$ cat src/ultrasonic_range_filter_macros.svh
// ----------------------------------------------------------------------------
// Ultrasonic range filter assertion macros
// Concurrent checks sampled on clk_i, quiet while rst_ni is low.
// ----------------------------------------------------------------------------
`ifndef ULTRASONIC_RANGE_FILTER_MACROS_SVH
`define ULTRASONIC_RANGE_FILTER_MACROS_SVH

// same-cycle implication
`define URF_ASSERT_IMPL(lbl, ante, cons) \
  lbl: assert property (@(posedge clk_i) disable iff (!rst_ni) (ante) |-> (cons)) \
    else $error("ultrasonic_range_filter: assertion failed");

// next-cycle implication
`define URF_ASSERT_NEXT(lbl, ante, cons) \
  lbl: assert property (@(posedge clk_i) disable iff (!rst_ni) (ante) |=> (cons)) \
    else $error("ultrasonic_range_filter: assertion failed");

`endif

$ cat src/urf_pkg.sv
// ----------------------------------------------------------------------------
// Ultrasonic range filter package
// Widths, register map, reset values and controller states.
// ----------------------------------------------------------------------------
`default_nettype none

package urf_pkg;

  localparam int WINDOW_LEN_DEF = 20;

  localparam int PULSE_W = 24;
  localparam int DIST_W  = 16;
  localparam int SUM_W   = 21;
  localparam int NUM_W   = PULSE_W + 4;
  localparam int DIV_W   = 8;
  localparam int WGT_W   = 9;
  localparam int ACC_W   = DIST_W + WGT_W;
  localparam int CNT_W   = 5;
  localparam int ADDR_W  = 5;
  localparam int APB_W   = 32;

  localparam int S_DATA_W = 24;
  localparam int M_DATA_W = 56;

  localparam logic [CNT_W-1:0] STEPS_DIST = CNT_W'(NUM_W);
  localparam logic [CNT_W-1:0] STEPS_MEAN = CNT_W'(SUM_W);
  localparam logic [CNT_W-1:0] STEPS_MUL  = CNT_W'(WGT_W);

  localparam logic [WGT_W-1:0] WGT_ONE = WGT_W'(256);

  localparam logic [2:0] REG_DIVISOR = 3'd0;
  localparam logic [2:0] REG_MIN     = 3'd1;
  localparam logic [2:0] REG_MAX     = 3'd2;
  localparam logic [2:0] REG_NEAR    = 3'd3;
  localparam logic [2:0] REG_WEIGHT  = 3'd4;

  localparam logic [DIV_W-1:0]  RST_DIVISOR = DIV_W'(58);
  localparam logic [DIST_W-1:0] RST_MIN     = DIST_W'(32);
  localparam logic [DIST_W-1:0] RST_MAX     = DIST_W'(6400);
  localparam logic [DIST_W-1:0] RST_NEAR    = DIST_W'(480);
  localparam logic [WGT_W-1:0]  RST_WEIGHT  = WGT_W'(51);

  typedef enum logic [3:0] {
    ST_IDLE,
    ST_DIV_DIST,
    ST_CHECK,
    ST_PUSH,
    ST_DIV_MEAN,
    ST_SELECT,
    ST_MUL,
    ST_MUL_DONE,
    ST_DONE
  } state_e;

endpackage

`default_nettype wire

$ cat src/ultrasonic_range_filter.sv
// Sequence: an out-of-range reading passes distance division and range check
//   to the output; an in-range one adds window push and mean division, and
//   the EMA multiply once the EMA blends. Words are taken only in idle, paced by the
//   shared restoring divider (one quotient bit a cycle) and serial multiplier.
// Reset: asynchronous, active low; clears window sum, fill count, slot, EMA
//   and the output valid flag; the window store itself is not cleared.
// ----------------------------------------------------------------------------
// Ultrasonic range filter
// Pulse width to distance, range check, sliding window mean and EMA.
// ----------------------------------------------------------------------------
`default_nettype none

module ultrasonic_range_filter #(
  parameter int WINDOW_LEN = urf_pkg::WINDOW_LEN_DEF
) (
  input  wire logic                          clk_i,
  input  wire logic                          rst_ni,
  // tdata: pulse_us[23:0]
  input  wire logic                          s_axis_tvalid,
  output      logic                          s_axis_tready,
  input  wire logic [urf_pkg::S_DATA_W-1:0]  s_axis_tdata,
  // tdata: distance_q4[15:0], mean_q4[31:16], ema_q4[47:32], object_near[48], zero
  // tuser: reading_valid[0]
  output      logic                          m_axis_tvalid,
  input  wire logic                          m_axis_tready,
  output      logic [urf_pkg::M_DATA_W-1:0]  m_axis_tdata,
  output      logic                          m_axis_tuser,
  input  wire logic                          psel,
  input  wire logic                          penable,
  input  wire logic                          pwrite,
  input  wire logic [urf_pkg::ADDR_W-1:0]    paddr,
  input  wire logic [urf_pkg::APB_W-1:0]     pwdata,
  output      logic [urf_pkg::APB_W-1:0]     prdata,
  output      logic                          pready
);

  localparam int FILL_W = $clog2(WINDOW_LEN + 1);
  localparam int SLOT_W = (WINDOW_LEN > 1) ? $clog2(WINDOW_LEN) : 1;
  localparam logic [FILL_W-1:0] FULL     = FILL_W'(WINDOW_LEN);
  localparam logic [SLOT_W-1:0] LAST_SLT = SLOT_W'(WINDOW_LEN - 1);

  localparam int NUM_W  = urf_pkg::NUM_W;
  localparam int DIV_W  = urf_pkg::DIV_W;
  localparam int DIST_W = urf_pkg::DIST_W;
  localparam int SUM_W  = urf_pkg::SUM_W;
  localparam int WGT_W  = urf_pkg::WGT_W;
  localparam int ACC_W  = urf_pkg::ACC_W;
  localparam int CNT_W  = urf_pkg::CNT_W;

  // configuration registers
  logic [DIV_W-1:0]  divisor_q;
  logic [DIST_W-1:0] min_q, max_q, near_q;
  logic [WGT_W-1:0]  weight_q;
  logic              cfg_we;
  logic [2:0]        cfg_idx;

  // controller
  urf_pkg::state_e state_q, state_d;
  logic            load_dist, div_step, do_check, do_push, do_select;
  logic            mul_step, mul_done, out_load;

  // serial divider
  logic [NUM_W-1:0] num_q;
  logic [DIV_W-1:0] rem_q, dvs_q;
  logic [DIV_W:0]   trial;
  logic             q_bit;
  logic [CNT_W-1:0] cnt_q;

  // window and filter state
  logic [DIST_W-1:0] win_mem [WINDOW_LEN];
  logic [DIST_W-1:0] rd_q;
  logic [SUM_W-1:0]  sum_q, sum_d;
  logic [FILL_W-1:0] fill_q, fill_d;
  logic [SLOT_W-1:0] slot_q;
  logic [DIST_W-1:0] ema_val_q;
  logic              seeded_q;

  // result and multiplier
  logic [DIST_W-1:0] dist_q, mean_q, ema_out_q;
  logic              rvalid_q, near_flag_q;
  logic [DIST_W-1:0] dist_sat, mean_sat;
  logic              in_range;
  logic [WGT_W-1:0]  w_clamp;
  logic [WGT_W-1:0]  wm_q, cm_q;
  logic [ACC_W-1:0]  acc_q;

  // output register
  logic                         m_valid_q;
  logic [urf_pkg::M_DATA_W-1:0] m_data_q;
  logic                         m_user_q;

  // ---------------------------------------------------------------- config
  assign pready  = 1'b1;
  assign cfg_idx = paddr[4:2];
  assign cfg_we  = psel && penable && pwrite && pready;

  always_ff @(posedge clk_i or negedge rst_ni) begin
    if (!rst_ni) begin
      divisor_q <= urf_pkg::RST_DIVISOR;
      min_q     <= urf_pkg::RST_MIN;
      max_q     <= urf_pkg::RST_MAX;
      near_q    <= urf_pkg::RST_NEAR;
      weight_q  <= urf_pkg::RST_WEIGHT;
    end else if (cfg_we) begin
      unique case (cfg_idx)
        urf_pkg::REG_DIVISOR: divisor_q <= pwdata[DIV_W-1:0];
        urf_pkg::REG_MIN:     min_q     <= pwdata[DIST_W-1:0];
        urf_pkg::REG_MAX:     max_q     <= pwdata[DIST_W-1:0];
        urf_pkg::REG_NEAR:    near_q    <= pwdata[DIST_W-1:0];
        urf_pkg::REG_WEIGHT:  weight_q  <= pwdata[WGT_W-1:0];
        default: ;
      endcase
    end
  end

  always_comb begin
    prdata = '0;
    unique case (cfg_idx)
      urf_pkg::REG_DIVISOR: prdata = urf_pkg::APB_W'(divisor_q);
      urf_pkg::REG_MIN:     prdata = urf_pkg::APB_W'(min_q);
      urf_pkg::REG_MAX:     prdata = urf_pkg::APB_W'(max_q);
      urf_pkg::REG_NEAR:    prdata = urf_pkg::APB_W'(near_q);
      urf_pkg::REG_WEIGHT:  prdata = urf_pkg::APB_W'(weight_q);
      default:              prdata = '0;
    endcase
  end

  // ------------------------------------------------------------ next state
  always_comb begin
    state_d = state_q;
    unique case (state_q)
      urf_pkg::ST_IDLE:     if (s_axis_tvalid) state_d = urf_pkg::ST_DIV_DIST;
      urf_pkg::ST_DIV_DIST: if (cnt_q == CNT_W'(1)) state_d = urf_pkg::ST_CHECK;
      urf_pkg::ST_CHECK:    state_d = in_range ? urf_pkg::ST_PUSH : urf_pkg::ST_DONE;
      urf_pkg::ST_PUSH:     state_d = urf_pkg::ST_DIV_MEAN;
      urf_pkg::ST_DIV_MEAN: if (cnt_q == CNT_W'(1)) state_d = urf_pkg::ST_SELECT;
      urf_pkg::ST_SELECT: begin
        if (fill_q == FULL && seeded_q) state_d = urf_pkg::ST_MUL;
        else state_d = urf_pkg::ST_DONE;
      end
      urf_pkg::ST_MUL:      if (cnt_q == CNT_W'(1)) state_d = urf_pkg::ST_MUL_DONE;
      urf_pkg::ST_MUL_DONE: state_d = urf_pkg::ST_DONE;
      urf_pkg::ST_DONE:     if (!m_valid_q || m_axis_tready) state_d = urf_pkg::ST_IDLE;
      default:              state_d = urf_pkg::ST_IDLE;
    endcase
  end

  // --------------------------------------------------------------- outputs
  always_comb begin
    s_axis_tready = 1'b0;
    load_dist     = 1'b0;
    div_step      = 1'b0;
    do_check      = 1'b0;
    do_push       = 1'b0;
    do_select     = 1'b0;
    mul_step      = 1'b0;
    mul_done      = 1'b0;
    out_load      = 1'b0;
    unique case (state_q)
      urf_pkg::ST_IDLE: begin
        s_axis_tready = 1'b1;
        load_dist     = s_axis_tvalid;
      end
      urf_pkg::ST_DIV_DIST: div_step  = 1'b1;
      urf_pkg::ST_CHECK:    do_check  = 1'b1;
      urf_pkg::ST_PUSH:     do_push   = 1'b1;
      urf_pkg::ST_DIV_MEAN: div_step  = 1'b1;
      urf_pkg::ST_SELECT:   do_select = 1'b1;
      urf_pkg::ST_MUL:      mul_step  = 1'b1;
      urf_pkg::ST_MUL_DONE: mul_done  = 1'b1;
      urf_pkg::ST_DONE:     out_load  = !m_valid_q || m_axis_tready;
      default: ;
    endcase
  end

  always_ff @(posedge clk_i or negedge rst_ni) begin
    if (!rst_ni) begin
      state_q <= urf_pkg::ST_IDLE;
    end else begin
      state_q <= state_d;
    end
  end

  // -------------------------------------------------------- serial divider
  assign trial = {rem_q, num_q[NUM_W-1]};
  assign q_bit = (trial >= {1'b0, dvs_q});

  assign dist_sat = (|num_q[NUM_W-1:DIST_W]) ? '1 : num_q[DIST_W-1:0];
  assign mean_sat = (|num_q[SUM_W-1:DIST_W]) ? '1 : num_q[DIST_W-1:0];
  assign in_range = (dist_sat >= min_q) && (dist_sat <= max_q);

  always_comb begin
    if (fill_q == FULL) begin
      fill_d = fill_q;
      sum_d  = sum_q - SUM_W'(rd_q) + SUM_W'(dist_q);
    end else begin
      fill_d = fill_q + FILL_W'(1);
      sum_d  = sum_q + SUM_W'(dist_q);
    end
  end

  always_ff @(posedge clk_i or negedge rst_ni) begin
    if (!rst_ni) begin
      cnt_q <= '0;
    end else if (load_dist) begin
      cnt_q <= urf_pkg::STEPS_DIST;
    end else if (do_push) begin
      cnt_q <= urf_pkg::STEPS_MEAN;
    end else if (do_select) begin
      cnt_q <= urf_pkg::STEPS_MUL;
    end else if (div_step || mul_step) begin
      cnt_q <= cnt_q - CNT_W'(1);
    end
  end

  always_ff @(posedge clk_i) begin
    if (load_dist) begin
      num_q <= {s_axis_tdata[urf_pkg::PULSE_W-1:0], 4'b0000};
      rem_q <= '0;
      dvs_q <= divisor_q;
    end else if (do_push) begin
      num_q <= {sum_d, (NUM_W - SUM_W)'(0)};
      rem_q <= '0;
      dvs_q <= DIV_W'(fill_d);
    end else if (div_step) begin
      num_q <= {num_q[NUM_W-2:0], q_bit};
      rem_q <= q_bit ? DIV_W'(trial - {1'b0, dvs_q}) : trial[DIV_W-1:0];
    end
  end

  // ---------------------------------------------------------- window store
  always_ff @(posedge clk_i) begin
    if (do_push) begin
      win_mem[slot_q] <= dist_q;
    end
    rd_q <= win_mem[slot_q];
  end

  always_ff @(posedge clk_i or negedge rst_ni) begin
    if (!rst_ni) begin
      sum_q  <= '0;
      fill_q <= '0;
      slot_q <= '0;
    end else if (do_push) begin
      sum_q  <= sum_d;
      fill_q <= fill_d;
      slot_q <= (slot_q == LAST_SLT) ? '0 : slot_q + SLOT_W'(1);
    end
  end

  // ------------------------------------------------------------------- EMA
  assign w_clamp = (weight_q > urf_pkg::WGT_ONE) ? urf_pkg::WGT_ONE : weight_q;

  always_ff @(posedge clk_i or negedge rst_ni) begin
    if (!rst_ni) begin
      ema_val_q <= '0;
      seeded_q  <= 1'b0;
    end else if (do_select && fill_q == FULL && !seeded_q) begin
      ema_val_q <= mean_sat;
      seeded_q  <= 1'b1;
    end else if (mul_done) begin
      ema_val_q <= acc_q[DIST_W+7:8];
    end
  end

  always_ff @(posedge clk_i) begin
    if (do_select) begin
      wm_q  <= w_clamp;
      cm_q  <= urf_pkg::WGT_ONE - w_clamp;
      acc_q <= '0;
    end else if (mul_step) begin
      wm_q  <= {wm_q[WGT_W-2:0], 1'b0};
      cm_q  <= {cm_q[WGT_W-2:0], 1'b0};
      acc_q <= {acc_q[ACC_W-2:0], 1'b0}
             + (wm_q[WGT_W-1] ? ACC_W'(dist_q) : '0)
             + (cm_q[WGT_W-1] ? ACC_W'(ema_val_q) : '0);
    end
  end

  // ------------------------------------------------------------- result
  always_ff @(posedge clk_i) begin
    if (do_check) begin
      dist_q      <= dist_sat;
      rvalid_q    <= in_range;
      near_flag_q <= in_range && (dist_sat < near_q);
      mean_q      <= '0;
      ema_out_q   <= '0;
    end else if (do_select) begin
      mean_q    <= mean_sat;
      ema_out_q <= mean_sat;
    end else if (mul_done) begin
      ema_out_q <= acc_q[DIST_W+7:8];
    end
  end

  always_ff @(posedge clk_i or negedge rst_ni) begin
    if (!rst_ni) begin
      m_valid_q <= 1'b0;
    end else if (out_load) begin
      m_valid_q <= 1'b1;
    end else if (m_axis_tready) begin
      m_valid_q <= 1'b0;
    end
  end

  always_ff @(posedge clk_i) begin
    if (out_load) begin
      m_data_q <= {7'b0000000, near_flag_q, ema_out_q, mean_q, dist_q};
      m_user_q <= rvalid_q;
    end
  end

  assign m_axis_tvalid = m_valid_q;
  assign m_axis_tdata  = m_data_q;
  assign m_axis_tuser  = m_user_q;

  // ------------------------------------------------------------ assertions
`include "ultrasonic_range_filter_macros.svh"

  `URF_ASSERT_IMPL(a_fill_bound, 1'b1, fill_q <= FULL)
  `URF_ASSERT_IMPL(a_seed_full, seeded_q, fill_q == FULL)
  `URF_ASSERT_NEXT(a_accept_div, s_axis_tvalid && s_axis_tready, state_q == urf_pkg::ST_DIV_DIST)
  `URF_ASSERT_IMPL(a_reject_zero, m_axis_tvalid && !m_axis_tuser, m_axis_tdata[48:16] == '0)

endmodule

`default_nettype wire
$ cat config.mk
export PLATFORM = sky130hd
export DESIGN_NAME = ultrasonic_range_filter
export DESIGN_NICKNAME = d
export VERILOG_FILES = /design/src/urf_pkg.sv /design/src/ultrasonic_range_filter.sv
export VERILOG_INCLUDE_DIRS = /design/src /design/src/src
export SDC_FILE = /design/constraint.sdc
export NUM_CORES = 1
export LEC_CHECK = 0
export ABC_AREA = 1
export BUFFER_PORTS_ARGS = -buffer_cell sky130_fd_sc_hd__buf_2
export CORE_MARGIN = 2
export CORE_UTILIZATION = 40
export CTS_CLUSTER_SIZE = 8
export DETAILED_ROUTE_END_ITERATION = 16
export GPL_TIMING_DRIVEN = 1
export PLACE_DENSITY = 0.67
export SETUP_SLACK_MARGIN = 0.1
export SYNTH_ARGS = -nofsm -noshare
export SYNTH_HDL_FRONTEND = slang
export SYNTH_SLANG_ARGS = --single-unit
$ cat constraint.sdc
create_clock -name clk_i -period 3.6 [get_ports clk_i]
set_clock_uncertainty 0.2 [all_clocks]
set_input_delay 0.36 -clock clk_i [delete_from_list [all_inputs] [get_ports clk_i]]
set_output_delay 0.36 -clock clk_i [all_outputs]
set_load 0.05 [all_outputs]
==> impl_metrics.ini <==
[outcome]
status = complete, no violations

[sta]
final-max-slew-violation-count = 0
rsz0062_at_grt = yes
worst_pin_slew_ns = 1.01
setup_ws_ns = 0.257
setup_viol = 0
fin_tns_setup_ns = 0
period_needed_ns = 3.34
hold_slack_ns = 0.122
finalHoldViolations = 0
slew_headroom = 0.325
fmax_mhz = 299
fin_crit_sh = 0.929

[die]
die_height_um = 285
pin_count = 160
core_area_sq_um = 77700
row_count = 102
die_w_um = 285
dieArea_sq_um = 81100
start_util = 0.406

[clock_network]
path_clk_slew_ns = 0.05
htreeDepth = 3
clk_latency_ns = 0.67
cts_root_buffer = clkbuf_16
clockBufferDepth = 3
cts_buffers = 90
cts_tree = yes
cts_sinks = 644

[flow_run]
cap_violations = 0

[grt]
grtUsageTotal = 0.207
antenna_found_initial = 0
grt_max_degree = 99
grt_pass1_vias = 23600
grt_pass1_wl_um = 132000
overflow = 0

[worst_setup_path]
critPathBufInv = 3
slowest_stage = edfxtp_1
critical_path_required_ns = 3.90
crit_fanout = 7
critPathLaunchType = register
cp_top_family = compound AO/OA/AOI/OAI gates
path_class = register to register
cp_common_cell = o21ai_0
r2r_slack_ns = 0.26
cpPeakStageDelay_ns = 0.50
r2r_end = acc_q[14]
r2r-start = cm_q[8]
crit_chain = clkbuf_2 -> buf_4 -> nand2_1 -> inv_1 -> fa_1 -> ha_1 -> a21oi_1 -> o21ai_0 -> a21oi_1 -> o21ai_0 -> o21ai_0 -> nand2_1
crit_arrival_ns = 3.65
end_kind = register
rr_worst_depth = 12

[detailed_routing]
ant_nets = 0
drc = 0
wirelength_um = 84900
wire_per_inst_um = 18.2
vias = 24500
drt_iter0_markers = 2275
first_pass_iters = 5
via_per_inst = 5.25

[synth]
seq_area_frac_synth = 0.568
synth.largest_area_cell = edfxtp_1
ys.flop_type = edfxtp_1
yosys.cell_count.top_type = nand2_1
synth_common_cells = nand2_1 (721), edfxtp_1 (437), inv_1 (367)
avgSynthCellArea_sq_um = 9.43
syn_inst = 3345
ys_warn_count = 0
synthArstFlopShare = 0.191
synth.distinct_cells = 56
synth_area_leaders = edfxtp_1 (42%), nand2_1 (8.6%), dfrtp_1 (8.5%)
synth_area_sq_um = 31500
synth_edf_count = 437
ys_seq_elements = 644
synth_top_area_frac = 0.416

[pwr]
p_seq_frac = 0.334
combPwrFrac = 0.404
swShare = 0.407
ir_worst_vdd_mv = 0.516
p_leak_nw = 15.4
p_clk_frac = 0.262
p_per_area_nw_per_um2 = 831
p_int_mw = 18.1
total_power_mw = 30.6
p_sw_mw = 12.4

[layout]
multi_input_area_sq_um = 11600
regArea_sq_um = 17900
fin_cells = 4672
nets = 3778
fill_cells = 7096
drive_gt1_frac = 0.0958
diodes = 0
area_growth_pct = 16.6

[min_path]
min_path_type = input pin to asynchronous set/reset pin

[placed_design]
dp_hpwl_um = 59000
io_buffers = 117
dp_cells = 4454
place_congestion = 0.927
pre_cts_slack_ns = 0.215
==> layout by cell type, fill, tap and decap left out, types with 71 or more instances in the layout <==
master | netlist | final
nand2_1 | 721 | 721
edfxtp_1 | 437 | 437
inv_1 | 367 | 367
o21ai_0 | 364 | 364
nor2_1 | 339 | 336
nand3_1 | 156 | 156
a21oi_1 | 130 | 130
ha_1 | 121 | 121
buf_2 | 18 | 116
dfrtp_1 | 107 | 105
clkbuf_16 | 0 | 90
o22ai_1 | 89 | 89
dfxtp_1 | 84 | 84
buf_4 | 25 | 75
clkbuf_1 | 102 | 71
==> worst register-to-register path: cells and delay by family, from the launching register on <==
family | cells | cell delay (ns)
compound gates | 5 | 1.14
buf+inv | 3 | 0.44
fa+ha+maj | 2 | 0.81
flops | 1 | 0.50
simple gates | 2 | 0.14
==> power groups by stage <==
| stage | logic [mW] | clock network (mW) | registers, mW |
|---|---|---|---|
| 3_3_place_gp | 11.9 | 0 | 10.3 |
| 4_1_cts | 12.2 | 8.12 | 10.2 |
| 6_report | 12.3 | 8.01 | 10.2 |
| 5_1_grt | 13.9 | 8.45 | 10.3 |
| 2_1_floorplan | 8.78 | 0 | 10.2 |
| 3_5_place_dp | 12.1 | 0 | 10.3 |
==> registers in the layout, summed over array words and instances (netlist names), 21 cells and up <==
name          flops
win_mem         320
m_axis_tdata     49
num_q            28
acc_q            24
sum_q            21
==> repair_timing <==
item	CTS	global route
hold endpoints to repair	155	0
buffers inserted	0	6
setup endpoints to repair	0	9
hold buffers	43	0
resized for setup	0	1
==> layout make-up <==
class / instances / share of cell area
inverter: 378 / 0.0387
sequential: 644 / 0.487
timing repair buffer: 243 / 0.0471
clock inverter: 7 / 0.00572
tap: 1040 / 0.0354
clock buffer: 162 / 0.0689
multi-input combinational: 2198 / 0.317
==> metrics by stage <==
step,area (sq um),utilization
2_1_floorplan,31600,-
3_3_place_gp,33500,0.431
3_5_place_dp,33500,0.431
4_1_cts,36700,0.472
5_1_grt,36800,0.473
6_report,36800,0.473
==> layer usage <==
layer  GRT usage  share of wire  up-vias
met5           0              0        -
met1       0.283           0.44    11700
met4      0.0796          0.034        0
met2       0.337           0.46      871
met3      0.0257          0.060      153
li1            -              -    11800
==> worst max path at each step <==
| stage | from | end | depth (start not counted) |
|---|---|---|---|
| floorplan | state_q[1] | num_q[10] | 10 |
| global placement | cm_q[8] | acc_q[23] | 15 |
| detailed placement | cm_q[8] | acc_q[23] | 15 |
| CTS | cm_q[8] | acc_q[23] | 15 |
| global route | cm_q[8] | acc_q[11] | 12 |
| finish | cm_q[8] | acc_q[14] | 12 |
==> cells by family after synthesis <==
kind of cell / Yosys count / share of synthesized area
adder cells (fa/ha/maj): 155 / 0.0696
buffers and inverters: 525 / 0.0663
XOR/XNOR: 23 / 0.00639
flip-flops: 644 / 0.568
AND/OR/NAND/NOR: 1316 / 0.171
other: 2 / 0.000238
AO/OA/AOI/OAI: 680 / 0.119
(Power assumes the default switching activity.)
